[src/hw/rtl/rcfd_pkg.sv]
// Package of shared types, constants and the CRC step function for the RC channel frame decoder.
`default_nettype none

package rcfd_pkg;

   localparam int CHANNEL_COUNT_DEFAULT = 16;
   localparam int CHANNEL_WIDTH_DEFAULT = 11;

   localparam int BYTE_W  = 8;
   localparam int INDEX_W = 4;
   localparam int VALUE_W = 11;
   localparam int COUNT_W = 32;
   localparam int CSR_INDEX_W = 2;

   localparam logic [CSR_INDEX_W-1:0] CSR_SYNC_ADDRESS  = 2'd0;
   localparam logic [CSR_INDEX_W-1:0] CSR_CHANNELS_TYPE = 2'd1;

   localparam logic [BYTE_W-1:0] SYNC_ADDRESS_RESET  = 8'hC8;
   localparam logic [BYTE_W-1:0] CHANNELS_TYPE_RESET = 8'h16;
   localparam logic [BYTE_W-1:0] CRC_POLY            = 8'hD5;

   typedef enum logic [1:0] {
      ST_RECV,
      ST_UNPACK,
      ST_LOAD,
      ST_WAIT
   } state_type;

   typedef struct packed {
      logic take_byte;
      logic rd_en;
      logic load_byte;
      logic put_chan;
   } cmd_type;

   typedef struct packed {
      logic frame_end;
      logic crc_good;
      logic bits_enough;
      logic out_last;
   } status_type;

   function automatic logic [BYTE_W-1:0] crc8_step(input logic [BYTE_W-1:0] crc,
                                                   input logic [BYTE_W-1:0] data);
      logic [BYTE_W-1:0] c;
      c = crc ^ data;
      for (int b = 0; b < BYTE_W; b++) begin
         if (c[BYTE_W-1]) begin
            c = {c[BYTE_W-2:0], 1'b0} ^ CRC_POLY;
         end else begin
            c = {c[BYTE_W-2:0], 1'b0};
         end
      end
      return c;
   endfunction

endpackage

`default_nettype wire

[src/hw/rtl/rcfd_ram.sv]
// Generic single-write, single-read RAM with registered read data.
`default_nettype none

module rcfd_ram #(
   parameter int WIDTH = 8,
   parameter int DEPTH = 22
) (
   input  wire logic                     clock,
   input  wire logic                     wr_en,
   input  wire logic [$clog2(DEPTH)-1:0] wr_addr,
   input  wire logic [WIDTH-1:0]         wr_data,
   input  wire logic                     rd_en,
   input  wire logic [$clog2(DEPTH)-1:0] rd_addr,
   output logic      [WIDTH-1:0]         rd_data
);

   logic [WIDTH-1:0] mem_ff [DEPTH];
   logic [WIDTH-1:0] rd_data_ff;

   always_ff @(posedge clock) begin
      if (wr_en) begin
         mem_ff[wr_addr] <= wr_data;
      end
      if (rd_en) begin
         rd_data_ff <= mem_ff[rd_addr];
      end
   end

   assign rd_data = rd_data_ff;

endmodule

`default_nettype wire

[src/hw/rtl/rcfd_ctrl.sv]
// Controller state machine that sequences byte reception, unpacking and result handshakes.
`default_nettype none

module rcfd_ctrl (
   input  wire logic                 clock,
   input  wire logic                 reset,
   input  wire logic                 req_valid,
   output logic                      req_ready,
   output logic                      rsp_valid,
   input  wire logic                 rsp_ready,
   input  wire rcfd_pkg::status_type status,
   output rcfd_pkg::cmd_type         cmd
);

   rcfd_pkg::state_type state_ff;
   rcfd_pkg::state_type state_in;

   always_ff @(posedge clock) begin
      if (reset) begin
         state_ff <= rcfd_pkg::ST_RECV;
      end else begin
         state_ff <= state_in;
      end
   end

   always_comb begin
      state_in  = state_ff;
      cmd       = '0;
      req_ready = 1'b0;
      rsp_valid = 1'b0;
      case (state_ff)
         rcfd_pkg::ST_RECV: begin
            req_ready     = 1'b1;
            cmd.take_byte = req_valid;
            if (req_valid && status.frame_end) begin
               state_in = status.crc_good ? rcfd_pkg::ST_UNPACK : rcfd_pkg::ST_WAIT;
            end
         end
         rcfd_pkg::ST_UNPACK: begin
            if (status.bits_enough) begin
               cmd.put_chan = 1'b1;
               state_in     = rcfd_pkg::ST_WAIT;
            end else begin
               cmd.rd_en = 1'b1;
               state_in  = rcfd_pkg::ST_LOAD;
            end
         end
         rcfd_pkg::ST_LOAD: begin
            cmd.load_byte = 1'b1;
            state_in      = rcfd_pkg::ST_UNPACK;
         end
         rcfd_pkg::ST_WAIT: begin
            // The final result of a frame leaves the framer at the hunt, so bytes may flow.
            // A CRC byte that would close another frame waits until that result is taken.
            rsp_valid     = 1'b1;
            req_ready     = status.out_last && !status.frame_end;
            cmd.take_byte = req_valid && status.out_last && !status.frame_end;
            if (rsp_ready) begin
               state_in = status.out_last ? rcfd_pkg::ST_RECV : rcfd_pkg::ST_UNPACK;
            end
         end
         default: begin
            state_in = rcfd_pkg::ST_RECV;
         end
      endcase
   end

endmodule

`default_nettype wire

[src/hw/rtl/rcfd_datapath.sv]
// Datapath with framing counter, CRC, payload store, bit unpacker, counters and result register.
`default_nettype none

module rcfd_datapath #(
   parameter int CHANNEL_COUNT = rcfd_pkg::CHANNEL_COUNT_DEFAULT,
   parameter int CHANNEL_WIDTH = rcfd_pkg::CHANNEL_WIDTH_DEFAULT
) (
   input  wire logic                                clock,
   input  wire logic                                reset,
   input  wire logic                                csr_we,
   input  wire logic [rcfd_pkg::CSR_INDEX_W-1:0]    csr_index,
   input  wire logic [rcfd_pkg::BYTE_W-1:0]         csr_data,
   input  wire logic [rcfd_pkg::BYTE_W-1:0]         req_rx_byte,
   input  wire rcfd_pkg::cmd_type                   cmd,
   output rcfd_pkg::status_type                     status,
   output logic                                     rsp_status,
   output logic      [rcfd_pkg::INDEX_W-1:0]        rsp_channel_number,
   output logic      [rcfd_pkg::VALUE_W-1:0]        rsp_channel_value,
   output logic                                     rsp_last,
   output logic      [rcfd_pkg::COUNT_W-1:0]        rsp_good_frames,
   output logic      [rcfd_pkg::COUNT_W-1:0]        rsp_bad_crc_frames
);

   localparam int PAYLOAD_BYTES = (CHANNEL_COUNT * CHANNEL_WIDTH + 7) / 8;
   localparam int FRAME_LAST    = PAYLOAD_BYTES + 3;
   localparam int FILL_W        = $clog2(FRAME_LAST + 1);
   localparam int ADDR_W        = $clog2(PAYLOAD_BYTES);
   localparam int CH_W          = $clog2(CHANNEL_COUNT);
   localparam int ACC_W         = CHANNEL_WIDTH + 8;
   localparam int BITS_W        = $clog2(ACC_W + 1);
   localparam logic [rcfd_pkg::BYTE_W-1:0] LENGTH_BYTE = rcfd_pkg::BYTE_W'(PAYLOAD_BYTES + 2);
   localparam logic [FILL_W-1:0] FILL_HUNT    = FILL_W'(0);
   localparam logic [FILL_W-1:0] FILL_LENGTH  = FILL_W'(1);
   localparam logic [FILL_W-1:0] FILL_TYPE    = FILL_W'(2);
   localparam logic [FILL_W-1:0] FILL_PAYLOAD = FILL_W'(3);
   localparam logic [FILL_W-1:0] FILL_CRC     = FILL_W'(FRAME_LAST);

   logic [rcfd_pkg::BYTE_W-1:0]  sync_ff;
   logic [rcfd_pkg::BYTE_W-1:0]  type_ff;
   logic [FILL_W-1:0]            fill_ff;
   logic [FILL_W-1:0]            fill_in;
   logic [rcfd_pkg::BYTE_W-1:0]  crc_ff;
   logic [rcfd_pkg::BYTE_W-1:0]  crc_in;
   logic [rcfd_pkg::COUNT_W-1:0] good_ff;
   logic [rcfd_pkg::COUNT_W-1:0] bad_ff;
   logic [ACC_W-1:0]             acc_ff;
   logic [BITS_W-1:0]            bits_ff;
   logic [ADDR_W-1:0]            rd_addr_ff;
   logic [CH_W-1:0]              ch_ff;
   logic                         out_status_ff;
   logic [rcfd_pkg::INDEX_W-1:0] out_index_ff;
   logic [rcfd_pkg::VALUE_W-1:0] out_value_ff;
   logic                         out_last_ff;
   logic                         store_we;
   logic [FILL_W-1:0]            store_offset;
   logic [rcfd_pkg::BYTE_W-1:0]  rd_data;
   logic                         sync_hit;
   logic                         frame_end;
   logic                         crc_good;

   assign sync_hit     = req_rx_byte == sync_ff;
   assign frame_end    = fill_ff == FILL_CRC;
   assign crc_good     = req_rx_byte == crc_ff;
   assign store_offset = fill_ff - FILL_PAYLOAD;

   always_comb begin
      fill_in  = fill_ff;
      crc_in   = crc_ff;
      store_we = 1'b0;
      if (fill_ff == FILL_HUNT) begin
         fill_in = sync_hit ? FILL_LENGTH : FILL_HUNT;
      end else if (fill_ff == FILL_LENGTH) begin
         if (req_rx_byte == LENGTH_BYTE) begin
            fill_in = FILL_TYPE;
         end else begin
            fill_in = sync_hit ? FILL_LENGTH : FILL_HUNT;
         end
      end else if (fill_ff == FILL_TYPE) begin
         if (req_rx_byte == type_ff) begin
            fill_in = FILL_PAYLOAD;
            crc_in  = rcfd_pkg::crc8_step('0, req_rx_byte);
         end else begin
            fill_in = sync_hit ? FILL_LENGTH : FILL_HUNT;
         end
      end else if (frame_end) begin
         fill_in = FILL_HUNT;
      end else begin
         fill_in  = fill_ff + FILL_W'(1);
         crc_in   = rcfd_pkg::crc8_step(crc_ff, req_rx_byte);
         store_we = 1'b1;
      end
   end

   always_ff @(posedge clock) begin
      if (reset) begin
         sync_ff <= rcfd_pkg::SYNC_ADDRESS_RESET;
         type_ff <= rcfd_pkg::CHANNELS_TYPE_RESET;
         fill_ff <= FILL_HUNT;
         good_ff <= '0;
         bad_ff  <= '0;
      end else begin
         if (csr_we && csr_index == rcfd_pkg::CSR_SYNC_ADDRESS) begin
            sync_ff <= csr_data;
         end
         if (csr_we && csr_index == rcfd_pkg::CSR_CHANNELS_TYPE) begin
            type_ff <= csr_data;
         end
         if (cmd.take_byte) begin
            fill_ff <= fill_in;
            if (frame_end && crc_good && good_ff != '1) begin
               good_ff <= good_ff + rcfd_pkg::COUNT_W'(1);
            end
            if (frame_end && !crc_good && bad_ff != '1) begin
               bad_ff <= bad_ff + rcfd_pkg::COUNT_W'(1);
            end
         end
      end
   end

   always_ff @(posedge clock) begin
      if (cmd.take_byte) begin
         crc_ff <= crc_in;
      end
      if (cmd.take_byte && frame_end) begin
         acc_ff     <= '0;
         bits_ff    <= '0;
         rd_addr_ff <= '0;
         ch_ff      <= '0;
         if (!crc_good) begin
            out_status_ff <= 1'b0;
            out_index_ff  <= '0;
            out_value_ff  <= '0;
            out_last_ff   <= 1'b1;
         end
      end
      if (cmd.rd_en) begin
         rd_addr_ff <= rd_addr_ff + ADDR_W'(1);
      end
      if (cmd.load_byte) begin
         acc_ff  <= acc_ff | (ACC_W'(rd_data) << bits_ff);
         bits_ff <= bits_ff + BITS_W'(8);
      end
      if (cmd.put_chan) begin
         acc_ff        <= acc_ff >> CHANNEL_WIDTH;
         bits_ff       <= bits_ff - BITS_W'(CHANNEL_WIDTH);
         ch_ff         <= ch_ff + CH_W'(1);
         out_status_ff <= 1'b1;
         out_index_ff  <= rcfd_pkg::INDEX_W'(ch_ff);
         out_value_ff  <= rcfd_pkg::VALUE_W'(acc_ff[CHANNEL_WIDTH-1:0]);
         out_last_ff   <= ch_ff == CH_W'(CHANNEL_COUNT - 1);
      end
   end

   rcfd_ram #(
      .WIDTH(rcfd_pkg::BYTE_W),
      .DEPTH(PAYLOAD_BYTES)
   ) u_store (
      .clock  (clock),
      .wr_en  (cmd.take_byte && store_we),
      .wr_addr(store_offset[ADDR_W-1:0]),
      .wr_data(req_rx_byte),
      .rd_en  (cmd.rd_en),
      .rd_addr(rd_addr_ff),
      .rd_data(rd_data)
   );

   always_comb begin
      status             = '0;
      status.frame_end   = frame_end;
      status.crc_good    = crc_good;
      status.bits_enough = bits_ff >= BITS_W'(CHANNEL_WIDTH);
      status.out_last    = out_last_ff;
   end

   assign rsp_status         = out_status_ff;
   assign rsp_channel_number = out_index_ff;
   assign rsp_channel_value  = out_value_ff;
   assign rsp_last           = out_last_ff;
   assign rsp_good_frames    = good_ff;
   assign rsp_bad_crc_frames = bad_ff;

endmodule

`default_nettype wire

[src/hw/rtl/rc_channel_frame_decoder.sv]
// Top level of the RC channel frame decoder: controller, datapath and checks.
//
//   Channel  Direction  Handshake              Payload
//   req      in         req_valid/req_ready    req_rx_byte
//   rsp      out        rsp_valid/rsp_ready    status, number, value, last, both frame counters
//   csr      in         csr_valid/csr_ready    csr_index, csr_data
//
// After the CRC byte a bad frame gives one result in the next cycle; a good frame gives one
// result per channel, each registered once the payload bytes it needs have been read from
// the store, and held there until the handshake takes it.
// Reset is synchronous and clears the framer, the counters and the registers to defaults.
// A stalled result holds the block; during the final result of a frame bytes are still taken,
// except a CRC byte that would close another frame.
`default_nettype none

module rc_channel_frame_decoder #(
   parameter int CHANNEL_COUNT = rcfd_pkg::CHANNEL_COUNT_DEFAULT,
   parameter int CHANNEL_WIDTH = rcfd_pkg::CHANNEL_WIDTH_DEFAULT
) (
   input  wire logic                             clock,
   input  wire logic                             reset,
   input  wire logic                             req_valid,
   output logic                                  req_ready,
   input  wire logic [rcfd_pkg::BYTE_W-1:0]      req_rx_byte,
   output logic                                  rsp_valid,
   input  wire logic                             rsp_ready,
   output logic                                  rsp_status,
   output logic      [rcfd_pkg::INDEX_W-1:0]     rsp_channel_number,
   output logic      [rcfd_pkg::VALUE_W-1:0]     rsp_channel_value,
   output logic                                  rsp_last,
   output logic      [rcfd_pkg::COUNT_W-1:0]     rsp_good_frames,
   output logic      [rcfd_pkg::COUNT_W-1:0]     rsp_bad_crc_frames,
   input  wire logic                             csr_valid,
   output logic                                  csr_ready,
   input  wire logic [rcfd_pkg::CSR_INDEX_W-1:0] csr_index,
   input  wire logic [rcfd_pkg::BYTE_W-1:0]      csr_data
);

   rcfd_pkg::cmd_type    cmd;
   rcfd_pkg::status_type status;

   assign csr_ready = 1'b1;

   rcfd_ctrl u_ctrl (
      .clock    (clock),
      .reset    (reset),
      .req_valid(req_valid),
      .req_ready(req_ready),
      .rsp_valid(rsp_valid),
      .rsp_ready(rsp_ready),
      .status   (status),
      .cmd      (cmd)
   );

   rcfd_datapath #(
      .CHANNEL_COUNT(CHANNEL_COUNT),
      .CHANNEL_WIDTH(CHANNEL_WIDTH)
   ) u_datapath (
      .clock             (clock),
      .reset             (reset),
      .csr_we            (csr_valid && csr_ready),
      .csr_index         (csr_index),
      .csr_data          (csr_data),
      .req_rx_byte       (req_rx_byte),
      .cmd               (cmd),
      .status            (status),
      .rsp_status        (rsp_status),
      .rsp_channel_number(rsp_channel_number),
      .rsp_channel_value (rsp_channel_value),
      .rsp_last          (rsp_last),
      .rsp_good_frames   (rsp_good_frames),
      .rsp_bad_crc_frames(rsp_bad_crc_frames)
   );

   // A request may only be taken alongside a pending result when that result ends its frame.
   assert property (@(posedge clock) disable iff (reset)
      (req_ready && rsp_valid) |-> rsp_last)
      else $error("request taken while a frame still has results pending");

   // A CRC error result is a single, final result with empty channel fields.
   assert property (@(posedge clock) disable iff (reset)
      (rsp_valid && !rsp_status) |-> (rsp_last && rsp_channel_number == '0 &&
                                      rsp_channel_value == '0))
      else $error("CRC error result is malformed");

   // The frame counters never decrease.
   assert property (@(posedge clock) disable iff (reset)
      1'b1 |=> (rsp_good_frames >= $past(rsp_good_frames) &&
                rsp_bad_crc_frames >= $past(rsp_bad_crc_frames)))
      else $error("frame counter decreased");

   // The counters only move when a request is taken.
   assert property (@(posedge clock) disable iff (reset)
      !(req_valid && req_ready) |=> ($stable(rsp_good_frames) && $stable(rsp_bad_crc_frames)))
      else $error("frame counter changed without a request");

endmodule

`default_nettype wire
[config.mk]
export PLATFORM = sky130hd
export DESIGN_NAME = rc_channel_frame_decoder
export DESIGN_NICKNAME = d
export VERILOG_FILES = /design/src/hw/rtl/rcfd_pkg.sv /design/src/hw/rtl/rcfd_ram.sv /design/src/hw/rtl/rcfd_ctrl.sv /design/src/hw/rtl/rcfd_datapath.sv /design/src/hw/rtl/rc_channel_frame_decoder.sv
export SDC_FILE = /design/constraint.sdc
export NUM_CORES = 1
export LEC_CHECK = 0
export BUFFER_PORTS_ARGS = -buffer_cell sky130_fd_sc_hd__buf_4
export CAP_MARGIN = 30
export CORE_MARGIN = 2
export CORE_UTILIZATION = 45
export CTS_CLUSTER_SIZE = 28
export DETAILED_ROUTE_END_ITERATION = 6
export GPL_ROUTABILITY_DRIVEN = 0
export GPL_TIMING_DRIVEN = 0
export SYNTH_ARGS = -nofsm -noshare
export SYNTH_HDL_FRONTEND = slang
export SYNTH_HIERARCHICAL = 1
export SYNTH_SLANG_ARGS = --single-unit
export TNS_END_PERCENT = 50
[constraint.sdc]
create_clock -name clock -period 6.4 [get_ports clock]
set_clock_uncertainty 0.15 [all_clocks]
set_input_delay 1.28 -clock clock [delete_from_list [all_inputs] [get_ports clock]]
set_output_delay 1.28 -clock clock [all_outputs]
set_load 0.01 [all_outputs]
After elaboration in Yosys (flattened, before gate mapping):

Memories as Yosys holds them, arrays and structs flattened. A register that Yosys moved wholly into a read port is not among the register bits.
Cells that the tools add are included.

* input bits: 23
* bits in writable memories: 176
* register bits after elaboration: 145
* memories: 1

Memories
* u_datapath.u_store.mem_ff: words 22, bits a word 8, read ports 1, clocked after memory_dff 1, write ports 1, RTL line rcfd_ram.sv:17 `logic [WIDTH-1:0] mem_ff [DEPTH];`

* reductions and logical operators: 27
* add/sub/neg operators: 8
* shift-type cells: 1
* eq/ne operators: 19
* order comparisons: 1
* mux-type cells: 120
* bitwise gates (word level): 21

Operator list (number)
* 8-bit 2-to-1 mux: 76
* 5-bit NOT: 16
* 32-bit by 1-bit adder with 32-bit output (second input constant): 2
* 32-bit inequality test (second input constant): 2
* 5-bit 2-to-1 mux: 10
* 19-bit 2-to-1 mux: 2
* 11-bit 2-to-1 mux: 3
* 8-bit == test: 3
* 4-bit 2-to-1 mux: 5
* 19-bit bitwise OR: 1
* 8-bit by 5-bit << shifter with 19-bit output: 1
* 1-bit 2-to-1 mux: 18
* 1-bit logical AND: 12
* 5-bit by 1-bit adder with 5-bit output (second input constant): 2
* 2-bit AND reduction: 5
* 8-bit by 5-bit == test with 1-bit output (second input constant): 1
* 2-bit inequality test (second input constant): 4
* 2-bit case mux with 4 select lines: 1
* 8-bit XOR: 1
* 2-bit 2-to-1 mux: 3
* 2-bit nonzero test: 3
* 5-bit by 4-bit adder with 5-bit output (second input constant): 1
* 5-bit by 1-bit == test with 1-bit output (second input constant): 1
* 5-bit by 2-bit == test with 1-bit output (second input constant): 1
* other kinds (16): 23

Longest topological paths before layout:

* depth in word-level cells: 47
* gate-level depth with buffers: 14
* depth with buffers taken out: 12

Hierarchy:

The synthesis kept the hierarchy.

By module, submodules not included
* rcfd_datapath: sequential area each 3323.2 sq um, area each 7512.2 sq um, instances 1, cells an instance 810
* rcfd_ram: sequential area each 5525.3 sq um, area each 7140.6 sq um, instances 1, cells an instance 344
* rcfd_ctrl: sequential area each 40.0 sq um, area each 229.0 sq um, instances 1, cells an instance 26
* rc_channel_frame_decoder: sequential area each 0.0 sq um, area each 11.3 sq um, instances 1, cells an instance 2

Worst setup path before layout:

No wires, ideal clock.

* path type: register -> register
* start point: reg u_datapath.fill_ff[1]
* end point: mem u_datapath.u_store.mem_ff[0][0] (enable)
* setup slack: 2627 ps
* required time: 5880 ps
* stages on the path, launching flop included: 15
* buffers on the path: 3
* data arrival time: 3252 ps
* cell sequence: dfxtp_1 -> inv_1 -> ha_1 -> nand4b_4 -> inv_2 -> buf_4 -> nand3b_1 -> a21oi_1 -> and2_1 -> clkbuf_1 -> nand4_1 -> inv_1 -> or3b_2 -> clkbuf_1 -> nor2_1

RTL lines
* start, declared: RTL line rcfd_datapath.sv:40 `logic [FILL_W-1:0] fill_ff;`
* start signal, assigned: RTL line rcfd_datapath.sv:109 `fill_ff <= fill_in;`
* end, declared: RTL line rcfd_ram.sv:17

==> flow_summary.toml <==
[status]
run_status = "complete, no violations"

[cts]
hold_buffers = 0
path_clk_slew_ns = 0.06
cts_tree = "built"
clk_latency_ns = 0.52
cts_buffers = 37
clk_path_buf_depth = 3
numClockSinks = 329
h-tree-depth = 2
root_buffer = "clkbuf_16"
cts_resized = 0
cts_setup_buffers = 0

[floorplanning]
die_height_um = 186
core_area_mm2 = 0.0325
num_rows = 66
ioPinCount = 107
die-area_mm2 = 0.0346
die_w_um = 186
start_util = 0.458

[power_and_ir_drop]
p_comb_frac = 0.151
p_sw_frac = 0.253
cellInternalPower_mw = 4.09
switchingPower_mw = 1.39
ir_drop_uv = 204
clockPowerShare = 0.395
p_per_area_mw_per_mm2 = 313
leakage_nw = 6.28
pwr-share-seq = 0.454

[worst_setup_path]
critPathLaunchType = "register"
path_cells = "inv_1, ha_1, nand4b_4, inv_2, buf_4, nand3b_1, a21oi_1, and2_1, clkbuf_1, nand4_1, inv_1, or3b_2, clkbuf_1, nor2_1"
path_max_fanout = 10
cpMaxStageDelayCell = "nor2_1"
crit_arrival_ns = 4.68
worst-setup-path-type = "reg -> reg"
cp-end-kind = "register"
required_ns = 6.38
crit_path_max_incr_delay_ns = 0.71

[final_layout]
area_growth_pct = 17.6
nNetsFinal = 1368
diodes = 0
drive_gt1_frac = 0.183

[synth]
synth_area_mm2 = 0.0149
syn_nets = 1222
synth-main-ff-cell = "edfxtp_1"
synthTopCellsByArea = "edfxtp_1 (46%), dfxtp_1 (13%), mux4_2 (4.8%)"
synth.top_cell.area_share = 0.464
avgSynthCellArea_um2 = 12.6
synth_top_area_cell = "edfxtp_1"
synth-edff-count = 230
yosysWarningCount = 6
async_flop_share = 0
synth_seq_cells = 329
synthDistinctLibCells = 74
synthCells = 1182
yosysSeqAreaShare = 0.597

[timing]
fin_tns_setup_ns = 0
fin_ws_ns = 1.71
worst_pin_slew_ns = 0.963
period_share = 0.733
rsz0062_at_grt = "no"
slew_viol_final = 0
min_period_ns = 4.69
setup_viol = 0
fmax_mhz = 213
slew_headroom = 0.352
hold_violations = 0

[detailed_routing]
drtIter0Drc = 740
vias = 9713
wl_mm = 33.5
dr.pass1.iters = 5
wl_per_cell_um = 18.6
vias_per_cell = 5.40
final_antenna_net_count = 0
drcViolationCount = 0

[grt]
grt-ovfl-total = 0
grt_first_pass_wirelength_mm = 52.8
antenna_found_initial = 0
grt_start_max_net_pins = 27
grt_usage = 0.197
grt_pass1_vias = 9506

[place]
preCtsSetupSlack_ns = 1.71
port_buffers = 105
post-dp-hpwl_mm = 22.7

[hold_path]
hp-class = "reg -> reg"

[job]
maxCapViolCount = 0
[routing by layer]
layer / up-vias / global-route usage / wire (um)
met3: 42 / 0.0280 / 1560
met5: - / 0 / 0
li1: 4667 / - / -
met1: 4770 / 0.280 / 15500
met2: 234 / 0.319 / 15800
met4: 0 / 0.0510 / 613
[worst paths after layout]
path                                       from                                         to  slack (ns)  cells after the start
min reg2reg  u_datapath/acc_ff[10]$_SDFFE_PP0P_         u_datapath/acc_ff[10]$_SDFFE_PP0P_        0.31                      1
min          u_datapath/acc_ff[10]$_SDFFE_PP0P_         u_datapath/acc_ff[10]$_SDFFE_PP0P_        0.31                      1
max reg2reg  u_datapath/fill_ff[1]$_SDFFE_PP0P_  u_datapath/u_store/mem_ff[8][5]$_DFFE_PP_        1.71                     14
max          u_datapath/fill_ff[1]$_SDFFE_PP0P_  u_datapath/u_store/mem_ff[8][5]$_DFFE_PP_        1.71                     14
[cell usage after synthesis, drive strengths merged, types with 8 or more instances]
cell      n
a22oi    14
dfxtp    99
xnor2    53
o22ai    13
nor4      8
nor2b    15
nand3    46
xor2     63
nand4    32
nor3     18
mux2      8
a31o      9
and3     18
nor2    128
a211oi    9
ha       17
buf      27
mux4     32
inv      21
o21ai    27
nand2    60
a21oi    27
or4       8
nand2b    8
and2     32
edfxtp  230
clkbuf   37
mux2i    49
nand3b    8
[metrics by stage]
step | cells | cell area [um^2] | hold WS (ns) | total power, mW | util
after floorplan | 1182 | 14900 | 0.274 | 3.09 | -
after global placement | 1729 | 16200 | 0.287 | 3.35 | 0.499
after detailed placement | 1730 | 16200 | 0.296 | 3.36 | 0.499
after CTS | 1797 | 17500 | 0.311 | 5.53 | 0.538
after global routing | 1798 | 17500 | 0.332 | 5.72 | 0.538
final | 1798 | 17500 | 0.306 | 5.48 | 0.538
[area by class of cell]
cell class | instances | area [um^2]
Fill cell | 2833 | 15000
Sequential cell | 329 | 8890
Multi-Input combinational cell | 766 | 5590
Clock buffer | 51 | 1100
Timing Repair Buffer | 107 | 800
Tap cell | 442 | 553
Buffer | 64 | 332
Clock inverter | 16 | 160
Inverter | 23 | 86.3
[critical path: cells and delay by family (launching register included)]
family | cells | cell delay [ns]
buf+inv | 6 | 1.27
simple gates | 6 | 1.97
compound gates | 1 | 0.20
fa+ha+maj | 1 | 0.26
flops | 1 | 0.42
[state kept, by name, indices dropped and copies added, names as in the netlist, 2 cells and up]
| register | count |
|---|---|
| u_datapath/u_store/mem_ff | 176 |
| u_datapath/rsp_channel_number | 4 |
| u_datapath/crc_ff | 8 |
| u_datapath/bits_ff | 5 |
| u_datapath/rsp_channel_value | 11 |
| u_datapath/rsp_good_frames | 32 |
| u_datapath/acc_ff | 19 |
| u_datapath/rd_addr_ff | 5 |
| u_datapath/rsp_bad_crc_frames | 32 |
| u_ctrl/state_ff | 2 |
| u_datapath/fill_ff | 5 |
| u_datapath/sync_ff | 8 |
| u_datapath/u_store/rd_data | 8 |
| u_datapath/ch_ff | 4 |
| u_datapath/type_ff | 8 |
[power groups by stage]
stage | combinational [mW] | clock [mW] | sequential (mW)
final | 0.828 | 2.16 | 2.49
after global routing | 0.914 | 2.30 | 2.50
after CTS | 0.830 | 2.21 | 2.49
after detailed placement | 0.825 | 0 | 2.54
after global placement | 0.816 | 0 | 2.53
after floorplan | 0.566 | 0 | 2.52
[placed cells by master, fill, tap and decap left out, types with 5 or more instances in the layout]
cell type,n
edfxtp_1,230
nor2_1,128
buf_4,116
dfxtp_1,99
xor2_1,63
nand2_1,59
xnor2_1,51
mux2i_1,49
nand3_1,46
clkbuf_1,41
clkbuf_16,40
and2_1,32
nand4_1,32
mux4_2,32
o21ai_0,27
a21oi_1,26
inv_1,20
nor3_1,18
and3_1,18
ha_1,17
nor2b_1,14
a22oi_1,14
o22ai_1,13
buf_2,11
a211oi_1,9
clkinv_1,8
nand3b_1,8
nand2b_1,8
mux2_2,8
or4_1,8
a31o_1,8
nor4_1,7
clkbuf_8,6
a211o_1,6
or2_2,5
nor3b_1,5
[kinds of logic (layout without fill, tap and decap cells)]
group | Yosys count | in the layout | synth area share
buffers and inverters | 87 | 261 | 0.0281
other | 1 | 1 | 0.000252
multiplexers | 89 | 89 | 0.0874
AND/OR/NAND/NOR | 409 | 409 | 0.142
flip-flops | 329 | 329 | 0.597
adder cells (fa/ha/maj) | 17 | 17 | 0.0143
AO/OA/AOI/OAI | 133 | 133 | 0.0608
XOR/XNOR | 117 | 117 | 0.0707
Power figures use the tool's default switching activity.
